--- config.mk ---
export PLATFORM = sky130hd
export DESIGN_NAME = utf8_stream_decoder
export DESIGN_NICKNAME = d
export VERILOG_FILES = /design/src/hdl/utf8sd_pkg.sv /design/src/hdl/utf8_stream_decoder.sv /design/src/hdl/utf8sd_regs.sv /design/src/hdl/utf8sd_step.sv
export SDC_FILE = /design/constraint.sdc
export NUM_CORES = 1
export LEC_CHECK = 0
export ABC_CLOCK_PERIOD_IN_PS = 3790
export BUFFER_PORTS_ARGS = -buffer_cell sky130_fd_sc_hd__buf_2
export CAP_MARGIN = 20
export CORE_AREA = 10 10 93 95
export CTS_CLUSTER_SIZE = 16
export DETAILED_ROUTE_END_ITERATION = 10
export DIE_AREA = 0 0 103 105
export GPL_TIMING_DRIVEN = 0
export MAX_ROUTING_LAYER = met4
export PLACE_DENSITY_LB_ADDON = 0.12
export SYNTH_ARGS = -nofsm -noshare
export SYNTH_HDL_FRONTEND = slang
export SYNTH_HIERARCHICAL = 1
export SYNTH_SLANG_ARGS = --single-unit
--- constraint.sdc ---
create_clock -name clk -period 3.79 [get_ports clk]
set_clock_uncertainty 0.05 [all_clocks]
set_input_delay 0.5685 -clock clk [delete_from_list [all_inputs] [get_ports clk]]
set_output_delay 0.5685 -clock clk [all_outputs]
set_load 0.005 [all_outputs]
--- src/hdl/utf8sd_pkg.sv ---
// ----------------------------------------------------------------------------
// utf8sd_pkg
// Shared types and constants of the UTF-8 stream decoder.
// ----------------------------------------------------------------------------
package utf8sd_pkg;

	// Input transaction payload
	typedef struct packed {
		logic       mode;
		logic [7:0] data_byte;
	} in_item_t;

	// Output transaction payload
	typedef struct packed {
		logic [20:0] code_point;
		logic        bad_sequence;
	} out_item_t;

	// Decoder states, one-hot
	typedef enum logic [7:0] {
		ST_START    = 8'b0000_0001,
		ST_NEED1    = 8'b0000_0010,
		ST_NEED2    = 8'b0000_0100,
		ST_AFTER_E0 = 8'b0000_1000,
		ST_AFTER_ED = 8'b0001_0000,
		ST_NEED3    = 8'b0010_0000,
		ST_AFTER_F0 = 8'b0100_0000,
		ST_AFTER_F4 = 8'b1000_0000
	} dfa_state_t;

	// Input mode codes
	localparam logic MODE_DATA    = 1'b0;
	localparam logic MODE_ABANDON = 1'b1;

	// Register index, taken from paddr[2]
	localparam logic REG_C1_BLOCK = 1'b0;

	localparam int unsigned ADDR_W = 3;

	localparam logic [20:0] REPLACEMENT_CP = 21'h00FFFD;

	// Result of one decoder step
	typedef struct packed {
		dfa_state_t  next_state;
		logic [20:0] next_partial;
		logic        emit;
		out_item_t   result;
	} step_out_t;

endpackage

--- src/hdl/utf8_stream_decoder.sv ---
// ----------------------------------------------------------------------------
// utf8_stream_decoder
// Validating UTF-8 decoder: one byte in, at most one code point out.
// ----------------------------------------------------------------------------
// Usage:
//   in_valid/in_ready/in_data carry one byte (or an abandon request when
//   mode is 1) per transaction. out_valid/out_ready/out_data carry one
//   decoded code point, or U+FFFD with bad_sequence set on an error.
//   Bytes that leave a sequence incomplete, and abandon requests, give
//   no output transaction.
//   Path: an accepted byte is held in the input register, and its result
//   is loaded into the result register when stage 1 advances.
//   Throughput: one byte per cycle while the output is not stalled; the
//   decoder state is updated in the same step that fills the result register.
//   Stall: while the result register is full and out_ready is low, the
//   input register holds one more byte and then in_ready drops.
//   Reset: arst_n clears both valid flags, returns the decoder to its
//   start state and clears the C1 blocking bit, which the APB port writes
//   at address 0; write it only while the decoder is idle.
// ----------------------------------------------------------------------------
module utf8_stream_decoder (
	input  logic                          clk,
	input  logic                          arst_n,
	input  logic                          in_valid,
	output logic                          in_ready,
	input  utf8sd_pkg::in_item_t          in_data,
	output logic                          out_valid,
	input  logic                          out_ready,
	output utf8sd_pkg::out_item_t         out_data,
	input  logic                          psel,
	input  logic                          penable,
	input  logic                          pwrite,
	input  logic [utf8sd_pkg::ADDR_W-1:0] paddr,
	input  logic [31:0]                   pwdata,
	output logic [31:0]                   prdata,
	output logic                          pready
);

	logic                   c1_block_en;
	logic                   valid_s1;
	utf8sd_pkg::in_item_t   item_s1;
	utf8sd_pkg::dfa_state_t state_q;
	logic [20:0]            partial_q;
	logic                   out_valid_q;
	utf8sd_pkg::out_item_t  out_data_q;
	utf8sd_pkg::step_out_t  step;
	logic                   advance;

	utf8sd_regs u_regs (
		.clk         (clk),
		.arst_n      (arst_n),
		.psel        (psel),
		.penable     (penable),
		.pwrite      (pwrite),
		.paddr       (paddr),
		.pwdata      (pwdata),
		.prdata      (prdata),
		.pready      (pready),
		.c1_block_en (c1_block_en)
	);

	utf8sd_step u_step (
		.state       (state_q),
		.partial     (partial_q),
		.item        (item_s1),
		.c1_block_en (c1_block_en),
		.step        (step)
	);

	// Advance stage 1 when the result register is free or draining
	assign advance  = valid_s1 && (!out_valid_q || out_ready);
	assign in_ready = !valid_s1 || advance;

	// Input register
	always_ff @(posedge clk or negedge arst_n) begin
		if (!arst_n) begin
			valid_s1 <= 1'b0;
		end else if (in_ready) begin
			valid_s1 <= in_valid;
		end
	end

	always_ff @(posedge clk) begin
		if (in_ready && in_valid) begin
			item_s1 <= in_data;
		end
	end

	// Decoder state
	always_ff @(posedge clk or negedge arst_n) begin
		if (!arst_n) begin
			state_q   <= utf8sd_pkg::ST_START;
			partial_q <= 21'd0;
		end else if (advance) begin
			state_q   <= step.next_state;
			partial_q <= step.next_partial;
		end
	end

	// Result register
	always_ff @(posedge clk or negedge arst_n) begin
		if (!arst_n) begin
			out_valid_q <= 1'b0;
		end else if (advance) begin
			out_valid_q <= step.emit;
		end else if (out_ready) begin
			out_valid_q <= 1'b0;
		end
	end

	always_ff @(posedge clk) begin
		if (advance && step.emit) begin
			out_data_q <= step.result;
		end
	end

	assign out_valid = out_valid_q;
	assign out_data  = out_data_q;

endmodule

--- src/hdl/utf8sd_regs.sv ---
// ----------------------------------------------------------------------------
// utf8sd_regs
// APB register file holding the C1 blocking mode bit.
// ----------------------------------------------------------------------------
module utf8sd_regs (
	input  logic                          clk,
	input  logic                          arst_n,
	input  logic                          psel,
	input  logic                          penable,
	input  logic                          pwrite,
	input  logic [utf8sd_pkg::ADDR_W-1:0] paddr,
	input  logic [31:0]                   pwdata,
	output logic [31:0]                   prdata,
	output logic                          pready,
	output logic                          c1_block_en
);

	logic c1_block_en_q;
	logic wr_hit;

	// Decode a completed write to the mode register
	assign wr_hit = psel && penable && pwrite && (paddr[2] == utf8sd_pkg::REG_C1_BLOCK);

	// Hold the mode bit
	always_ff @(posedge clk or negedge arst_n) begin
		if (!arst_n) begin
			c1_block_en_q <= 1'b0;
		end else if (wr_hit) begin
			c1_block_en_q <= pwdata[0];
		end
	end

	// Read back; addresses beyond the register read as zero
	always_comb begin
		prdata = 32'd0;
		if (paddr[2] == utf8sd_pkg::REG_C1_BLOCK) begin
			prdata = {31'd0, c1_block_en_q};
		end
	end

	assign pready      = 1'b1;
	assign c1_block_en = c1_block_en_q;

endmodule

--- src/hdl/utf8sd_step.sv ---
// ----------------------------------------------------------------------------
// utf8sd_step
// One step of the validating UTF-8 state machine: range check, payload
// accumulation and result generation for a single input transaction.
// ----------------------------------------------------------------------------
module utf8sd_step (
	input  utf8sd_pkg::dfa_state_t state,
	input  logic [20:0]            partial,
	input  utf8sd_pkg::in_item_t   item,
	input  logic                   c1_block_en,
	output utf8sd_pkg::step_out_t  step
);

	logic [7:0]             b;
	logic [7:0]             lo;
	logic [7:0]             hi;
	logic                   cont;
	utf8sd_pkg::dfa_state_t cont_next;
	logic [20:0]            shifted;

	assign b       = item.data_byte;
	assign shifted = {partial[14:0], b[5:0]};

	// Continuation byte window and follow-on state
	always_comb begin
		cont      = 1'b1;
		lo        = 8'h80;
		hi        = 8'hBF;
		cont_next = utf8sd_pkg::ST_START;
		unique case (state)
			utf8sd_pkg::ST_NEED1: begin
				cont_next = utf8sd_pkg::ST_START;
			end
			utf8sd_pkg::ST_NEED2: begin
				cont_next = utf8sd_pkg::ST_NEED1;
			end
			utf8sd_pkg::ST_AFTER_E0: begin
				cont_next = utf8sd_pkg::ST_NEED1;
				lo        = 8'hA0;
			end
			utf8sd_pkg::ST_AFTER_ED: begin
				cont_next = utf8sd_pkg::ST_NEED1;
				hi        = 8'h9F;
			end
			utf8sd_pkg::ST_NEED3: begin
				cont_next = utf8sd_pkg::ST_NEED2;
			end
			utf8sd_pkg::ST_AFTER_F0: begin
				cont_next = utf8sd_pkg::ST_NEED2;
				lo        = 8'h90;
			end
			utf8sd_pkg::ST_AFTER_F4: begin
				cont_next = utf8sd_pkg::ST_NEED2;
				hi        = 8'h8F;
			end
			default: begin
				cont = 1'b0;
			end
		endcase
	end

	// Next state, payload and result
	always_comb begin
		step.next_state          = utf8sd_pkg::ST_START;
		step.next_partial        = 21'd0;
		step.emit                = 1'b0;
		step.result.code_point   = utf8sd_pkg::REPLACEMENT_CP;
		step.result.bad_sequence = 1'b1;

		if (item.mode == utf8sd_pkg::MODE_ABANDON) begin
			// Drop any partial sequence silently
			step.emit = 1'b0;
		end else if (cont) begin
			if (b < lo || b > hi) begin
				step.emit = 1'b1;
			end else if (cont_next == utf8sd_pkg::ST_START) begin
				step.emit                = 1'b1;
				step.result.code_point   = shifted;
				step.result.bad_sequence = 1'b0;
			end else begin
				step.next_state   = cont_next;
				step.next_partial = shifted;
			end
		end else if (c1_block_en && b >= 8'h80 && b <= 8'h9F) begin
			// C1 control at the start state
			step.emit = 1'b1;
		end else if (b < 8'h80) begin
			step.emit                = 1'b1;
			step.result.code_point   = {13'd0, b};
			step.result.bad_sequence = 1'b0;
		end else if (b >= 8'hC2 && b <= 8'hDF) begin
			step.next_state   = utf8sd_pkg::ST_NEED1;
			step.next_partial = {16'd0, b[4:0]};
		end else if (b >= 8'hE0 && b <= 8'hEF) begin
			step.next_partial = {17'd0, b[3:0]};
			if (b == 8'hE0) begin
				step.next_state = utf8sd_pkg::ST_AFTER_E0;
			end else if (b == 8'hED) begin
				step.next_state = utf8sd_pkg::ST_AFTER_ED;
			end else begin
				step.next_state = utf8sd_pkg::ST_NEED2;
			end
		end else if (b >= 8'hF0 && b <= 8'hF4) begin
			step.next_partial = {18'd0, b[2:0]};
			if (b == 8'hF0) begin
				step.next_state = utf8sd_pkg::ST_AFTER_F0;
			end else if (b == 8'hF4) begin
				step.next_state = utf8sd_pkg::ST_AFTER_F4;
			end else begin
				step.next_state = utf8sd_pkg::ST_NEED3;
			end
		end else begin
			// Stray continuation, 0xC0, 0xC1 or 0xF5-0xFF
			step.emit = 1'b1;
		end
	end

endmodule

==> impl_metrics.ini <==
[power]
pwr-share-comb_pct = 13.2
p_clk_share_pct = 34.4
ir_worst_vdd_mv = 0.180
p_leak_nw = 1.70
power_density_nw_per_um2 = 357
p_switching_uw = 352
pwr-share-seq_pct = 52.4
swShare_pct = 26.0
internal_power_mw = 1.00
report.power.total_mw = 1.36

[sta]
slew_violations = 0
fin_crit_sh_pct = 84.4
timing.setup.tns_ps = 0
fin_ws_ps = 592
max_freq_ghz = 0.313
relSlewSlack_pct = 59.3
layout_min_cycle_time_ps = 3200
rsz0062_at_grt = false
hold_viol_final = 0
setup_violations = 0
worst_slew_pin_slew_ps = 610

[floorplan]
start_util_pct = 47.4
core_area_um2 = 6760
ios = 108
dieWidth_um = 103
die_y_um = 105
row_count = 30
die_area_um2 = 10800

[global_routing]
grt_pass1_wl_um = 11200
grtUsageTotal_pct = 13.4
antenna_found_initial = 0
grt_start_max_net_pins = 27
gr-total-overflow = 0
grt_pass1_vias = 2333

[drt]
detail-route-antenna-nets = 0
first_pass_iters = 4
drc_errors = 0
wl_um = 6740
drtIter0Drc = 125
wl_per_cell_um = 14.8
avgViaCountPerCell = 4.94
vias = 2249

[layout]
fin_area_um2 = 3800
area_growth_pct = 18.9
final_common_cell = buf_2
most-common-layout-cells = 47 x buf_2, 33 x buf_4, 32 x conb_1, 31 x edfxtp_1, 25 x dfrtp_1
final_layout_size_suffix_gt1_share_pct = 36.0
fin_cells = 455
fillers = 604
nets = 424
insertedDiodeCount = 0

[clocking]
tritoncts = yes
holdBufCountCts = 0
cts_buffer_depth = 2
post_cts_resized = 0
cts.clk_slew.worst_paths_ps = 70
h-tree-depth = 3
clkSinkCount = 57
cts_setup_buffers = 0
clockRootBuffer = clkbuf_8
insertion_delay_ps = 330
numCtsBuffers = 9

[worst_setup_path]
ff2ff_setup_slack_ps = 590
cp-end-kind = flip-flop
critPathMaxFanout = 21
worstPathRequired_ps = 3820
arrival_ps = 3230
r2r_cells = 12
reg2reg_from = state_q[1]
critical_path_class = flip-flop to flip-flop
startpoint = state_q[1]
path_common_cell = nand2_1
cpMaxStageDelayCell = dfrtp_1
crit_chain = nor2_1, nand2_1, nor4_1, ha_1, a21oi_1, o21ba_2, nor3_2, nand3_1, and3b_1, nand2_1, nor2_2, buf_8
start_kind = flip-flop
max_stage_delay_ps = 410
r2r_end = out_data[1]

[logic_synthesis]
postSynthAreaPerCell_um2 = 11.2
postSynthCellCount = 286
syn_area_um2 = 3200
ys_warn_count = 6

[run_status]
status = finished clean

[placed_design]
placed_cell_area_um2 = 3640
portBuffers = 42
place_inst = 439
place.gp.congestion = 0.830
pre_cts_ws_ps = 602
dp_hpwl_um = 5170

[hold_path]
hp-class = input pin to async pin

[flow_run]
cap_violations = 0
[per-stage QoR]
step / hold slack, ps / util, %
floorplan: 223 / -
CTS: 203 / 56.3
global placement: 425 / 53.6
detailed placement: 430 / 53.9
finish: 189 / 56.3
global route: 217 / 56.3
[metal layers]
| metal | GRT usage [%] | share of wire, % | up-vias |
|---|---|---|---|
| li1 | - | - | 1123 |
| met1 | 17.9 | 48 | 1024 |
| met2 | 18.3 | 43 | 91 |
| met3 | 3.10 | 6.4 | 11 |
| met4 | 6.96 | 2.0 | 0 |
| met5 | - | 0 | - |
[power by group through the flow]
stage | Clock [mW] | Combinational, mW | Sequential [mW]
after floorplan | 0 | 0.122 | 0.718
after global placement | 0 | 0.173 | 0.723
after detailed placement | 0 | 0.178 | 0.722
after CTS | 0.483 | 0.178 | 0.710
after global routing | 0.514 | 0.200 | 0.715
final | 0.467 | 0.179 | 0.710
[sequential cells by signal, summed over array words and instances (netlist names)]
signal and count:
partial_q 15, item_s1 9, out_data 22, u_regs/c1_block_en 1, out_valid 1, valid_s1 1, state_q 8
[how the worst max path moves through the flow]
stage                  endpoint  slack [ps]
floorplan           out_data[0]         430
global placement    out_data[6]        -280
detailed placement  out_data[6]         600
CTS                 out_data[1]         570
global route        out_data[2]         210
finish              out_data[1]         590
[worst max-delay path: cells and delay by family, from the launching register on]
family                     cells  cell delay, ps
buffers and inverters          1             170
AOI/OAI and AO/OA              2             300
DFF                            1             410
and+or+nand+nor                8            1700
adders and majority gates      1             300
[layout make-up]
| type | count | area, um^2 | area share (%) |
|---|---|---|---|
| clock inverter | 6 | 35.0 | 0.921 |
| multi-input combinational | 207 | 1360 | 35.7 |
| timing repair buffer | 43 | 225 | 5.92 |
| inverter | 3 | 11.3 | 0.296 |
| sequential | 57 | 1580 | 41.6 |
| buffer | 49 | 363 | 9.54 |
| tap | 80 | 100 | 2.63 |
| clock buffer | 10 | 128 | 3.36 |
Note: power is estimated with default switching activity, not from simulation.
